## config.mk

```make
export PLATFORM = sky130hd
export DESIGN_NAME = ipv4_fragment_header_generator_flat
export DESIGN_NICKNAME = d
export VERILOG_FILES = /design/src/design/ifhg_pkg.sv /design/src/design/ifhg_if.sv /design/src/design/ipv4_fragment_header_generator.sv /design/src/design/ifhg_ctrl.sv /design/src/design/ifhg_dp.sv /design/src/flat_wrapper.sv
export SDC_FILE = /design/constraint.sdc
export NUM_CORES = 1
export LEC_CHECK = 0
export BUFFER_PORTS_ARGS = -buffer_cell sky130_fd_sc_hd__buf_2
export CAP_MARGIN = 20
export CORE_MARGIN = 1.5
export CORE_UTILIZATION = 53
export DETAILED_ROUTE_END_ITERATION = 8
export GPL_TIMING_DRIVEN = 1
export PLACE_DENSITY_LB_ADDON = 0.08
export SLEW_MARGIN = 20
export SYNTH_ARGS = -nofsm -noshare
export SYNTH_HDL_FRONTEND = slang
export SYNTH_SLANG_ARGS = --single-unit
```

## constraint.sdc

```tcl
create_clock -name clk_i -period 15.1 [get_ports clk_i]
set_input_delay 1.51 -clock clk_i [delete_from_list [all_inputs] [get_ports clk_i]]
set_output_delay 1.51 -clock clk_i [all_outputs]
set_load 0.01 [all_outputs]
```

## src/design/ifhg_pkg.sv

```systemverilog
// ifhg_pkg: shared constants, types and command/status structs for the
// IPv4 fragment header generator. No dependencies.

package ifhg_pkg;

  // Largest payload carried by one fragment, before rounding to 8 bytes
  localparam int MaxFragPayload = 1480;
  // Most results produced for one request
  localparam int MaxResults     = 45;

  localparam int FragRaw   = MaxFragPayload - (MaxFragPayload % 8);
  localparam int FragBytes = (FragRaw < 8) ? 8 : FragRaw;
  localparam int CntW      = $clog2(MaxResults);

  localparam logic [15:0] HDR_BYTES    = 16'd20;
  localparam logic [15:0] VER_IHL_TOS  = 16'h4500;
  localparam logic [15:0] FRAG_LEN     = 16'(FragBytes);
  localparam logic [CntW-1:0] LAST_IDX = CntW'(MaxResults - 1);
  localparam logic [7:0]  TTL_RESET    = 8'd64;

  // Configuration register indexes
  localparam logic CFG_LOCAL_ADDR = 1'b0;
  localparam logic CFG_TTL        = 1'b1;

  typedef enum logic [2:0] {
    ST_IDLE = 3'b001,
    ST_SUM  = 3'b010,
    ST_EMIT = 3'b100
  } state_e;

  // Controller to datapath
  typedef struct packed {
    logic load;   // capture request, take identification
    logic sum;    // build the per-request checksum base
    logic emit;   // load output register with current fragment
  } ifhg_cmd_t;

  // Datapath to controller
  typedef struct packed {
    logic frag_last;  // current fragment is the final result
  } ifhg_sts_t;

endpackage

```

## src/design/ifhg_if.sv

```systemverilog
// ifhg_if: stream interfaces for request and fragment result channels.
// Depends on nothing.

interface ifhg_req_if;
  logic        valid;
  logic        ready;
  logic [15:0] payload_bytes;
  logic [31:0] dest_address;
  logic [7:0]  proto_number;

  modport source (output valid, payload_bytes, dest_address, proto_number,
                  input ready);
  modport sink   (input valid, payload_bytes, dest_address, proto_number,
                  output ready);
endinterface

interface ifhg_frag_if;
  logic        valid;
  logic        ready;
  logic [15:0] ident;
  logic [15:0] chunk_start;
  logic [10:0] chunk_bytes;
  logic [12:0] offset_units;
  logic        more_frags;
  logic [10:0] total_length;
  logic [15:0] header_sum;
  logic        last;

  modport source (output valid, ident, chunk_start, chunk_bytes, offset_units,
                  more_frags, total_length, header_sum, last,
                  input ready);
  modport sink   (input valid, ident, chunk_start, chunk_bytes, offset_units,
                  more_frags, total_length, header_sum, last,
                  output ready);
endinterface

```

## src/design/ipv4_fragment_header_generator.sv

```systemverilog
// Channel   Dir  Modport             Transfer carries
// in_i      in   ifhg_req_if.sink    payload_bytes, dest_address, proto_number
// out_o     out  ifhg_frag_if.source one fragment header result per transfer
// cfg       in   cfg_we_i/idx/wdata  0: local_address, 1: time_to_live
//
// A request is accepted, then its checksum base is built, then its N
// fragments go out, one per cycle while the output does not stall, with
// N = ceil(len/1480) (at least 1, at most 45). The fragment walker's single
// subtract/compare and checksum fold set the one-fragment-per-cycle pace.
// Reset (rst_ni, async, active low) clears the ident counter, TTL to 64,
// source address to 0 and empties the output register.
// Output stalls hold the walker; a new request is taken once the last
// fragment of the previous one has been loaded into the output register.
//
// Top level of the IPv4 fragment header generator. Depends on ifhg_pkg,
// ifhg_if, ifhg_ctrl and ifhg_dp.

module ipv4_fragment_header_generator import ifhg_pkg::*; (
  input  logic        clk_i,
  input  logic        rst_ni,
  input  logic        cfg_we_i,
  input  logic        cfg_idx_i,
  input  logic [31:0] cfg_wdata_i,
  ifhg_req_if.sink    in_i,
  ifhg_frag_if.source out_o
);

  ifhg_cmd_t cmd;
  ifhg_sts_t sts;

  // Controller: request acceptance, sequencing, output valid
  ifhg_ctrl u_ctrl (
    .clk_i       (clk_i),
    .rst_ni      (rst_ni),
    .in_valid_i  (in_i.valid),
    .in_ready_o  (in_i.ready),
    .out_valid_o (out_o.valid),
    .out_ready_i (out_o.ready),
    .sts_i       (sts),
    .cmd_o       (cmd)
  );

  // Datapath: config, ident counter, fragment walk, checksum, result register
  ifhg_dp u_dp (
    .clk_i           (clk_i),
    .rst_ni          (rst_ni),
    .cfg_we_i        (cfg_we_i),
    .cfg_idx_i       (cfg_idx_i),
    .cfg_wdata_i     (cfg_wdata_i),
    .payload_bytes_i (in_i.payload_bytes),
    .dest_address_i  (in_i.dest_address),
    .proto_number_i  (in_i.proto_number),
    .cmd_i           (cmd),
    .sts_o           (sts),
    .ident_o         (out_o.ident),
    .chunk_start_o   (out_o.chunk_start),
    .chunk_bytes_o   (out_o.chunk_bytes),
    .offset_units_o  (out_o.offset_units),
    .more_frags_o    (out_o.more_frags),
    .total_length_o  (out_o.total_length),
    .header_sum_o    (out_o.header_sum),
    .last_o          (out_o.last)
  );

endmodule

```

## src/design/ifhg_ctrl.sv

```systemverilog
// ifhg_ctrl: sequencing state machine and output valid flag.
// Depends on ifhg_pkg.

module ifhg_ctrl import ifhg_pkg::*; (
  input  logic      clk_i,
  input  logic      rst_ni,
  input  logic      in_valid_i,
  output logic      in_ready_o,
  output logic      out_valid_o,
  input  logic      out_ready_i,
  input  ifhg_sts_t sts_i,
  output ifhg_cmd_t cmd_o
);

  state_e state_q, state_d;
  logic   out_valid_q, out_valid_d;
  logic   slot_free;

  assign slot_free  = !out_valid_q || out_ready_i;
  assign in_ready_o = (state_q == ST_IDLE);

  always_comb begin
    state_d   = state_q;
    cmd_o     = '0;
    unique case (state_q)
      ST_IDLE: begin
        if (in_valid_i) begin
          cmd_o.load = 1'b1;
          state_d    = ST_SUM;
        end
      end
      ST_SUM: begin
        cmd_o.sum = 1'b1;
        state_d   = ST_EMIT;
      end
      ST_EMIT: begin
        if (slot_free) begin
          cmd_o.emit = 1'b1;
          if (sts_i.frag_last) state_d = ST_IDLE;
        end
      end
      default: state_d = ST_IDLE;
    endcase
  end

  always_comb begin
    out_valid_d = out_valid_q;
    if (cmd_o.emit)       out_valid_d = 1'b1;
    else if (out_ready_i) out_valid_d = 1'b0;
  end

  assign out_valid_o = out_valid_q;

  always_ff @(posedge clk_i or negedge rst_ni) begin
    if (!rst_ni) begin
      state_q     <= ST_IDLE;
      out_valid_q <= 1'b0;
    end else begin
      state_q     <= state_d;
      out_valid_q <= out_valid_d;
    end
  end

endmodule

```

## src/design/ifhg_dp.sv

```systemverilog
// ifhg_dp: config registers, identification counter, fragment walker,
// checksum arithmetic and output register. Depends on ifhg_pkg.

module ifhg_dp import ifhg_pkg::*; (
  input  logic        clk_i,
  input  logic        rst_ni,
  input  logic        cfg_we_i,
  input  logic        cfg_idx_i,
  input  logic [31:0] cfg_wdata_i,
  input  logic [15:0] payload_bytes_i,
  input  logic [31:0] dest_address_i,
  input  logic [7:0]  proto_number_i,
  input  ifhg_cmd_t   cmd_i,
  output ifhg_sts_t   sts_o,
  output logic [15:0] ident_o,
  output logic [15:0] chunk_start_o,
  output logic [10:0] chunk_bytes_o,
  output logic [12:0] offset_units_o,
  output logic        more_frags_o,
  output logic [10:0] total_length_o,
  output logic [15:0] header_sum_o,
  output logic        last_o
);

  logic [31:0]     loc_addr_q;
  logic [7:0]      ttl_q;
  logic [15:0]     ident_ctr_q;
  logic [15:0]     len_q, id_q, base_q, start_q;
  logic [31:0]     dst_q;
  logic [7:0]      proto_q;
  logic [CntW-1:0] cnt_q;

  // output register
  logic [15:0] ident_q, chunk_start_q, header_sum_q;
  logic [10:0] chunk_bytes_q, total_length_q;
  logic [12:0] offset_units_q;
  logic        more_frags_q, last_q;

  // per-request constant part of the header sum
  logic [18:0] base_sum;
  logic [16:0] base_f1;
  logic [15:0] base_f2;

  // current fragment
  logic [15:0] remain, chunk16, tot16, flags;
  logic        mf, frag_last;
  logic [17:0] frag_sum;
  logic [16:0] frag_f1;
  logic [15:0] frag_f2;

  always_ff @(posedge clk_i or negedge rst_ni) begin
    if (!rst_ni) begin
      loc_addr_q <= '0;
      ttl_q      <= TTL_RESET;
    end else if (cfg_we_i) begin
      unique case (cfg_idx_i)
        CFG_LOCAL_ADDR: loc_addr_q <= cfg_wdata_i;
        CFG_TTL:        ttl_q      <= cfg_wdata_i[7:0];
        default:        ;
      endcase
    end
  end

  always_ff @(posedge clk_i or negedge rst_ni) begin
    if (!rst_ni) begin
      ident_ctr_q <= '0;
    end else if (cmd_i.load) begin
      ident_ctr_q <= ident_ctr_q + 16'd1;
    end
  end

  // end-around carry: two folds bring any sum of up to 8 words into 16 bits
  assign base_sum = 19'(VER_IHL_TOS) + 19'(id_q) + 19'({ttl_q, proto_q})
                  + 19'(loc_addr_q[31:16]) + 19'(loc_addr_q[15:0])
                  + 19'(dst_q[31:16]) + 19'(dst_q[15:0]);
  assign base_f1  = 17'(base_sum[15:0]) + 17'(base_sum[18:16]);
  assign base_f2  = base_f1[15:0] + 16'(base_f1[16]);

  assign remain    = len_q - start_q;
  assign mf        = (remain > FRAG_LEN);
  assign chunk16   = mf ? FRAG_LEN : remain;
  assign tot16     = HDR_BYTES + chunk16;
  assign flags     = {2'b00, mf, start_q[15:3]};
  assign frag_last = !mf || (cnt_q == LAST_IDX);

  assign frag_sum = 18'(base_q) + 18'(tot16) + 18'(flags);
  assign frag_f1  = 17'(frag_sum[15:0]) + 17'(frag_sum[17:16]);
  assign frag_f2  = frag_f1[15:0] + 16'(frag_f1[16]);

  assign sts_o.frag_last = frag_last;

  always_ff @(posedge clk_i or negedge rst_ni) begin
    if (!rst_ni) begin
      cnt_q <= '0;
    end else if (cmd_i.load) begin
      cnt_q <= '0;
    end else if (cmd_i.emit && !frag_last) begin
      cnt_q <= cnt_q + CntW'(1);
    end
  end

  always_ff @(posedge clk_i) begin
    if (cmd_i.load) begin
      len_q   <= payload_bytes_i;
      dst_q   <= dest_address_i;
      proto_q <= proto_number_i;
      id_q    <= ident_ctr_q;
      start_q <= '0;
    end else if (cmd_i.emit) begin
      start_q <= start_q + chunk16;
    end
    if (cmd_i.sum) base_q <= base_f2;
    if (cmd_i.emit) begin
      ident_q        <= id_q;
      chunk_start_q  <= start_q;
      chunk_bytes_q  <= chunk16[10:0];
      offset_units_q <= start_q[15:3];
      more_frags_q   <= mf;
      total_length_q <= tot16[10:0];
      header_sum_q   <= ~frag_f2;
      last_q         <= frag_last;
    end
  end

  assign ident_o        = ident_q;
  assign chunk_start_o  = chunk_start_q;
  assign chunk_bytes_o  = chunk_bytes_q;
  assign offset_units_o = offset_units_q;
  assign more_frags_o   = more_frags_q;
  assign total_length_o = total_length_q;
  assign header_sum_o   = header_sum_q;
  assign last_o         = last_q;

endmodule

```

## src/flat_wrapper.sv

```systemverilog
// flat-port wrapper written by rule: the top's interface ports become plain ports
module ipv4_fragment_header_generator_flat import ifhg_pkg::*;
  (clk_i, rst_ni, cfg_we_i, cfg_idx_i, cfg_wdata_i, in_i_valid, in_i_payload_bytes, in_i_dest_address, in_i_proto_number, in_i_ready, out_o_valid, out_o_ident, out_o_chunk_start, out_o_chunk_bytes, out_o_offset_units, out_o_more_frags, out_o_total_length, out_o_header_sum, out_o_last, out_o_ready);
  ifhg_req_if in_i_i ();
  ifhg_frag_if out_o_i ();
  input  logic clk_i;
  input  logic rst_ni;
  input  logic cfg_we_i;
  input  logic cfg_idx_i;
  input  logic [31:0] cfg_wdata_i;
  input wire logic [$bits(in_i_i.valid)-1:0] in_i_valid;
  input wire logic [$bits(in_i_i.payload_bytes)-1:0] in_i_payload_bytes;
  input wire logic [$bits(in_i_i.dest_address)-1:0] in_i_dest_address;
  input wire logic [$bits(in_i_i.proto_number)-1:0] in_i_proto_number;
  output wire logic [$bits(in_i_i.ready)-1:0] in_i_ready;
  output wire logic [$bits(out_o_i.valid)-1:0] out_o_valid;
  output wire logic [$bits(out_o_i.ident)-1:0] out_o_ident;
  output wire logic [$bits(out_o_i.chunk_start)-1:0] out_o_chunk_start;
  output wire logic [$bits(out_o_i.chunk_bytes)-1:0] out_o_chunk_bytes;
  output wire logic [$bits(out_o_i.offset_units)-1:0] out_o_offset_units;
  output wire logic [$bits(out_o_i.more_frags)-1:0] out_o_more_frags;
  output wire logic [$bits(out_o_i.total_length)-1:0] out_o_total_length;
  output wire logic [$bits(out_o_i.header_sum)-1:0] out_o_header_sum;
  output wire logic [$bits(out_o_i.last)-1:0] out_o_last;
  input wire logic [$bits(out_o_i.ready)-1:0] out_o_ready;
  assign in_i_i.valid = in_i_valid;
  assign in_i_i.payload_bytes = in_i_payload_bytes;
  assign in_i_i.dest_address = in_i_dest_address;
  assign in_i_i.proto_number = in_i_proto_number;
  assign in_i_ready = in_i_i.ready;
  assign out_o_valid = out_o_i.valid;
  assign out_o_ident = out_o_i.ident;
  assign out_o_chunk_start = out_o_i.chunk_start;
  assign out_o_chunk_bytes = out_o_i.chunk_bytes;
  assign out_o_offset_units = out_o_i.offset_units;
  assign out_o_more_frags = out_o_i.more_frags;
  assign out_o_total_length = out_o_i.total_length;
  assign out_o_header_sum = out_o_i.header_sum;
  assign out_o_last = out_o_i.last;
  assign out_o_i.ready = out_o_ready;
  ipv4_fragment_header_generator u_core (.clk_i(clk_i), .rst_ni(rst_ni), .cfg_we_i(cfg_we_i), .cfg_idx_i(cfg_idx_i), .cfg_wdata_i(cfg_wdata_i), .in_i(in_i_i), .out_o(out_o_i));
endmodule
```

# --- Word level (Yosys, flattened, before mapping) ---
# Index checks and enable logic that the tools add are counted.
classes:
  n_eq_ne: 7
  bitwise_logic: 2
  add_sub_neg: 17
  n_mux: 14
  n_lt_le_gt_ge: 1
  n_reduce_logical: 11
ops:
  columns: ["operator", "count"]
  rows:
  - ["$add 19x16->19", 3]
  - ["$add 16x1->16", 2]
  - ["$add 18x16->19", 1]
  - ["$add 17x14->18", 1]
  - ["$add 17x16->18", 1]
  - ["$add 15x16->17 const A", 1]
  - ["$add 16x16->17", 1]
  - ["$add 16x2->17", 1]
  - ["$add 16x3->17", 1]
  - ["$add 16x1->16 const B", 1]
  - ["$add 16x16->16", 1]
  - ["$add 5x16->16 const A", 1]
  - ["$gt 16x11->1 const B", 1]
  - ["$mux 16", 1]
  - ["$not 16->16", 1]
  - ["$sub 16x16->16", 1]
  - ["$mux 6", 2]
  - ["$mux 3", 3]
  - ["$pmux 3 s3", 1]
  - ["$mux 1", 7]
  - ["$add 6x1->6 const B", 1]
  - ["$eq 6x6->1 const B", 1]
  - ["$ne 2x2->1 const B", 3]
  - ["$reduce_and 2->1", 2]
  - ["other kinds (9)", 13]
word_totals:
  reg_bits: 255
  inputBits: 94
  out_inout_bits: 87

# --- Depth between registers and ports, before layout ---
depth:
  ltp_word: 9
  ltp_mapped: 39

# --- By module ---
# A second synthesis with hierarchy kept.
hier_totals:
  hier_cells: 1158
  hier_area_um2: 14209.9
by_module_without_submodules:
  columns: ["mod", "area_per_inst_um2", "instances", "cells_per_inst", "seq_area_each_um2"]
  rows:
  - ["ifhg_dp", 14018.4, 1, 1141, 6617.6]
  - ["ifhg_ctrl", 191.4, 1, 17, 101.3]

# --- Worst setup path before layout ---
# Ideal clock, no wire load.
synth_path:
  kind: "reg2reg"
  startpoint: "reg u_core.u_dp.start_q[5]"
  endpoint: "reg u_core.u_dp.header_sum_q[15], in the netlist u_core.u_dp.header_sum_o[15], data pin"
  setup_time_ns: 0.262
  path_slack_ns: 6.758
  path_stages_with_launch: 39
  arrival_ns: 8.080
  t_required_ns: 14.838
  n_path_buf: 1
  cell_sequence: "dfxtp_1 > inv_1 > ha_1 > nand2_1 > a2111o_1 > a31oi_1 > a211oi_2 > xnor2_1 > or4_4 > buf_6 > or3_1 > inv_1 > ha_1 > o21a_1 > xor2_1 > fa_1 > ha_1 > o21ai_0 > [3 not listed] > nand2b_1 > a21o_1 > a21o_1 > a21o_1 > a21oi_1 > xnor2_1 > ha_1 > fa_1 > nor3b_1 > nand4_1 > nor3_1 > ha_1 > nand3_1 > nand2b_1 > or4_4 > nor3_2 > o21bai_1 > xnor2_1"
synth_via:
  elab_chain_cells: 9
synth_lines:
  columns: ["item", "line_no", "source"]
  rows:
  - ["from (decl)", "ifhg_dp.sv:28", "logic [15:0] len_q, id_q, base_q, start_q;"]
  - ["from (signal assigned)", "ifhg_dp.sv:110", "start_q <= start_q + chunk16;"]
  - ["$sub 16x16->16", "ifhg_dp.sv:79", "assign remain = len_q - start_q;"]
  - ["$gt 16x11->1", "ifhg_dp.sv:80", "assign mf = (remain > FRAG_LEN);"]
  - ["$mux 16", "ifhg_dp.sv:81", "assign chunk16 = mf ? FRAG_LEN : remain;"]
  - ["$add 5x16->16", "ifhg_dp.sv:82", "assign tot16 = HDR_BYTES + chunk16;"]
  - ["named net u_core.u_dp.tot16[2]", "ifhg_dp.sv:45", "logic [15:0] remain, chunk16, tot16, flags;"]
  - ["$add 16x16->17", "ifhg_dp.sv:86", "assign frag_sum = 18'(base_q) + 18'(tot16) + 18'(flags);"]
  - ["$add 17x14->18", "ifhg_dp.sv:86", null]
  - ["$add 16x2->17", "ifhg_dp.sv:87", "assign frag_f1 = 17'(frag_sum[15:0]) + 17'(frag_sum[17:16]);"]
  - ["$add 16x1->16", "ifhg_dp.sv:88", "assign frag_f2 = frag_f1[15:0] + 16'(frag_f1[16]);"]
  - ["$not 16->16", "ifhg_dp.sv:120", "header_sum_q <= ~frag_f2;"]
  - ["to (signal assigned)", "ifhg_dp.sv:120", null]
  - ["to (decl)", "ifhg_dp.sv:34", "logic [15:0] ident_q, chunk_start_q, header_sum_q;"]
# The timed path passes the listed nets, and every way through them passes these cells.
# A chain may end at the register's enable or synchronous reset.

# --- Final worst setup path ---
layout_path:
  startpoint: "reg u_core.u_dp.start_q[5]"
  endpoint: "reg u_core.u_dp.header_sum_q[15], in the netlist u_core.u_dp.header_sum_o[15], data pin"
layout_via:
  elab_chain_cells: 9
layout_lines:
  columns: ["item", "line_no"]
  rows:
  - ["$sub 16x16->16", "ifhg_dp.sv:79"]
  - ["$gt 16x11->1", "ifhg_dp.sv:80"]
  - ["$mux 16", "ifhg_dp.sv:81"]
  - ["named net u_core.u_dp.chunk16[3]", "ifhg_dp.sv:45"]
  - ["$add 5x16->16", "ifhg_dp.sv:82"]
  - ["named net u_core.u_dp.tot16[6]", "ifhg_dp.sv:45"]
  - ["$add 16x16->17", "ifhg_dp.sv:86"]
  - ["$add 17x14->18", "ifhg_dp.sv:86"]
  - ["$add 16x2->17", "ifhg_dp.sv:87"]
  - ["$add 16x1->16", "ifhg_dp.sv:88"]
  - ["$not 16->16", "ifhg_dp.sv:120"]
# The timed path passes the listed nets, and every way through them passes these cells.

==> results.py <==
metrics = {
    "detailed_routing": {
        "routed_wl_microns": 30400,
        "first_iter_violations": 498,
        "vias": 9213,
        "drc": 15,
        "final_antenna_net_count": 0,
        "first_pass_iters": 9,
        "wl_per_cell_microns": 17.9,
        "viasPerCell": 5.42,
    },
    "clock_network": {
        "cts_tree": "done",
        "worstSkewPairLatency_ns": 0.55,
        "cts-root-buf": "clkbuf_16",
        "clockBufferDepth": 3,
        "clkSinkCount": 240,
        "cts_resized": 0,
        "cts_made_buffers": 27,
        "path_clk_slew_ns": 0.06,
        "cts_setup_buffers": 0,
        "holdBufCountCts": 0,
        "htreeDepth": 1,
    },
    "worst_setup_path": {
        "cp-startpoint": "u_core.u_dp.start_q[5]",
        "critical_path.endpoint": "u_core.u_dp.header_sum_o[15]",
        "slowest_delay_ns": 0.76,
        "critPathCaptureType": "flop",
        "critPathTopFamily": "simple AND/OR/NAND/NOR gates",
        "r2r-start": "u_core.u_dp.start_q[5]",
        "regToRegEndpoint": "u_core.u_dp.header_sum_o[15]",
        "worstSetupPathDepth": 37,
        "critPathKind": "reg2reg",
        "cp.arrival_ns": 10.35,
        "critical_path_buf_inv_count": 1,
        "cp.required_ns": 15.39,
        "slowest_stage": "nor2_1",
        "worst_setup_path_start_kind": "flop",
        "cpMostUsedCell": "ha_1",
        "r2r_cells": 37,
        "rrSetupSlack_ns": 5.04,
        "crit_fanout": 11,
    },
    "timing": {
        "hold_viol": 0,
        "finalSetupViolCount": 0,
        "fin_skew_ns": 0.0128,
        "finalMaxSlewViolations": 0,
        "fin_crit_ns": 10.06,
        "fin_crit_sh_pct": 66.6,
        "maxSlewHeadroom_pct": 34.6,
        "worst_slew_pin_slew_ns": 0.982,
        "rsz0062_at_grt": "false",
        "fmaxAchievable_ghz": 0.0994,
        "setup-tns-final_ns": 0,
    },
    "synth": {
        "synth-async-reset-ratio_pct": 27.5,
        "ys_warn_count": 0,
        "synth_commonest_cells": "edfxtp_1, ha_1, fa_1",
        "avgSynthCellArea_sq_um": 12.3,
        "synth_edf_count": 158,
        "synth_area_leaders": "edfxtp_1, fa_1, dfrtp_1",
        "yosysMostFrequentCell": "edfxtp_1",
        "synthFlopType": "edfxtp_1",
        "ys_ff_latch": 240,
        "ys_seq_area_share_pct": 47.3,
        "synth.largest_area_cell": "edfxtp_1",
        "synth_top_area_share_pct": 33.4,
        "postSynthCellCount": 1154,
        "synthDistinctLibCells": 87,
        "syn_area_sq_mm": 0.0142,
    },
    "cells_and_area": {
        "nFillCells": 2095,
        "nNetsFinal": 1611,
        "syn2layout_area_growth_pct": 14.7,
        "antennaDiodeCount": 0,
        "drive_gt1_share_pct": 21.2,
    },
    "grt": {
        "grt_max_degree": 71,
        "track_usage_pct": 21.9,
        "grt_pass1_vias": 8965,
        "overflow": 0,
        "antenna_found_initial": 0,
        "grt_pass1_wl_microns": 47500,
    },
    "worst_hold_path": {
        "hold_class": "reg2reg",
    },
    "floorplanning": {
        "num_io_pins": 181,
        "core-area_sq_mm": 0.0262,
        "start_util_pct": 54.3,
        "die_x_microns": 167,
        "num_rows": 59,
        "die_y_microns": 167,
        "die_area_sq_mm": 0.0278,
    },
    "place": {
        "dp_hpwl_microns": 23200,
        "port-buffer-count": 180,
        "place_congestion": 0.869,
    },
    "job": {
        "drv_cap": 0,
    },
    "run_status": {
        "failed_checks": "DRC",
        "outcome": "finished with violations",
    },
}
==> flip-flops by register name, indices dropped and copies added (netlist names), 11 cells and up, named ones only <==
name / cells
u_core.u_dp.loc_addr_q: 32
u_core.u_dp.base_q: 16
u_core.u_dp.ident_ctr_q: 16
u_core.u_dp.chunk_bytes_o: 11
u_core.u_dp.id_q: 16
u_core.u_dp.chunk_start_o: 16
u_core.u_dp.ident_o: 16
u_core.u_dp.header_sum_o: 16
u_core.u_dp.dst_q: 32
u_core.u_dp.len_q: 16
u_core.u_dp.start_q: 15
==> cells by family after synthesis <==
logic type,Yosys count,synth area share [%]
xor+xnor,107,6.64
compound gates,189,9.15
flops,240,47.3
other cells,2,0.0528
buf+inv,112,3.52
fa+ha+maj,173,19.6
mux,44,3.41
simple gates,287,10.4
==> area by class of cell <==
type / instances / area, sq um / share of cell area, %
multi-input combinational: 809 / 7030 / 43.1
sequential: 240 / 6720 / 41.2
timing repair buffer: 185 / 938 / 5.76
clock buffer: 41 / 778 / 4.77
tap: 335 / 419 / 2.57
inverter: 82 / 310 / 1.90
clock inverter: 9 / 106 / 0.652
==> metal layers <==
| metal | share of wire, % | track usage, % | wire, microns |
|---|---|---|---|
| met2 | 48 | 36.9 | 14600 |
| met5 | 0 | 0 | 0 |
| met4 | 2.2 | 5.77 | 672 |
| met3 | 4.0 | 2.73 | 1230 |
| met1 | 46 | 30.2 | 13800 |
==> stage by stage <==
| step | worst slack (ns) | std cells | hold WS (ns) | utilization (%) | area, sq um |
|---|---|---|---|---|---|
| floorplan | 6.76 | 1161 | 0.441 | - | 14200 |
| global placement | 5.44 | 1651 | 0.455 | 58.8 | 15400 |
| detailed placement | 5.08 | 1651 | 0.461 | 58.8 | 15400 |
| CTS | 5.05 | 1701 | 0.478 | 62.2 | 16300 |
| global route | 4.11 | 1701 | 0.493 | 62.2 | 16300 |
| finish | 5.04 | 1701 | 0.475 | 62.2 | 16300 |
==> cells in the final DEF (no fill, tap or decap), types with 10 or more instances in the layout <==
cell type | Yosys | layout
a21oi_1 | 44 | 44
a211oi_1 | 10 | 10
ha_1 | 89 | 89
or3_1 | 13 | 13
xor2_1 | 49 | 49
edfxtp_1 | 158 | 158
nand2_1 | 72 | 72
o21ai_0 | 42 | 42
nand2b_1 | 13 | 13
nand3_1 | 24 | 24
buf_2 | 1 | 180
xnor2_1 | 57 | 57
nor3_1 | 19 | 19
nand4_1 | 15 | 15
clkbuf_16 | 0 | 27
a21o_1 | 22 | 22
fa_1 | 83 | 83
dfxtp_1 | 16 | 16
dfrtp_1 | 64 | 64
inv_1 | 81 | 80
nor2b_1 | 11 | 10
nor2_1 | 68 | 68
mux2_2 | 35 | 35
==> how the worst min path moves through the flow <==
stage,startpoint,endpoint,cells past startpoint
after CTS,u_core.u_dp.ident_ctr_q[15],u_core.u_dp.id_q[15],0
after global placement,u_core.u_dp.ident_ctr_q[15],u_core.u_dp.id_q[15],0
after floorplan,u_core.u_dp.ident_ctr_q[15],u_core.u_dp.ident_ctr_q[15],1
after global routing,u_core.u_dp.ident_ctr_q[15],u_core.u_dp.id_q[15],0
final,u_core.u_dp.ident_ctr_q[15],u_core.u_dp.id_q[15],0
after detailed placement,u_core.u_dp.id_q[0],u_core.u_dp.ident_o[0],0
Power is not shown: default switching activity piles up to over one toggle a cycle in this logic, so the estimate is an artifact.
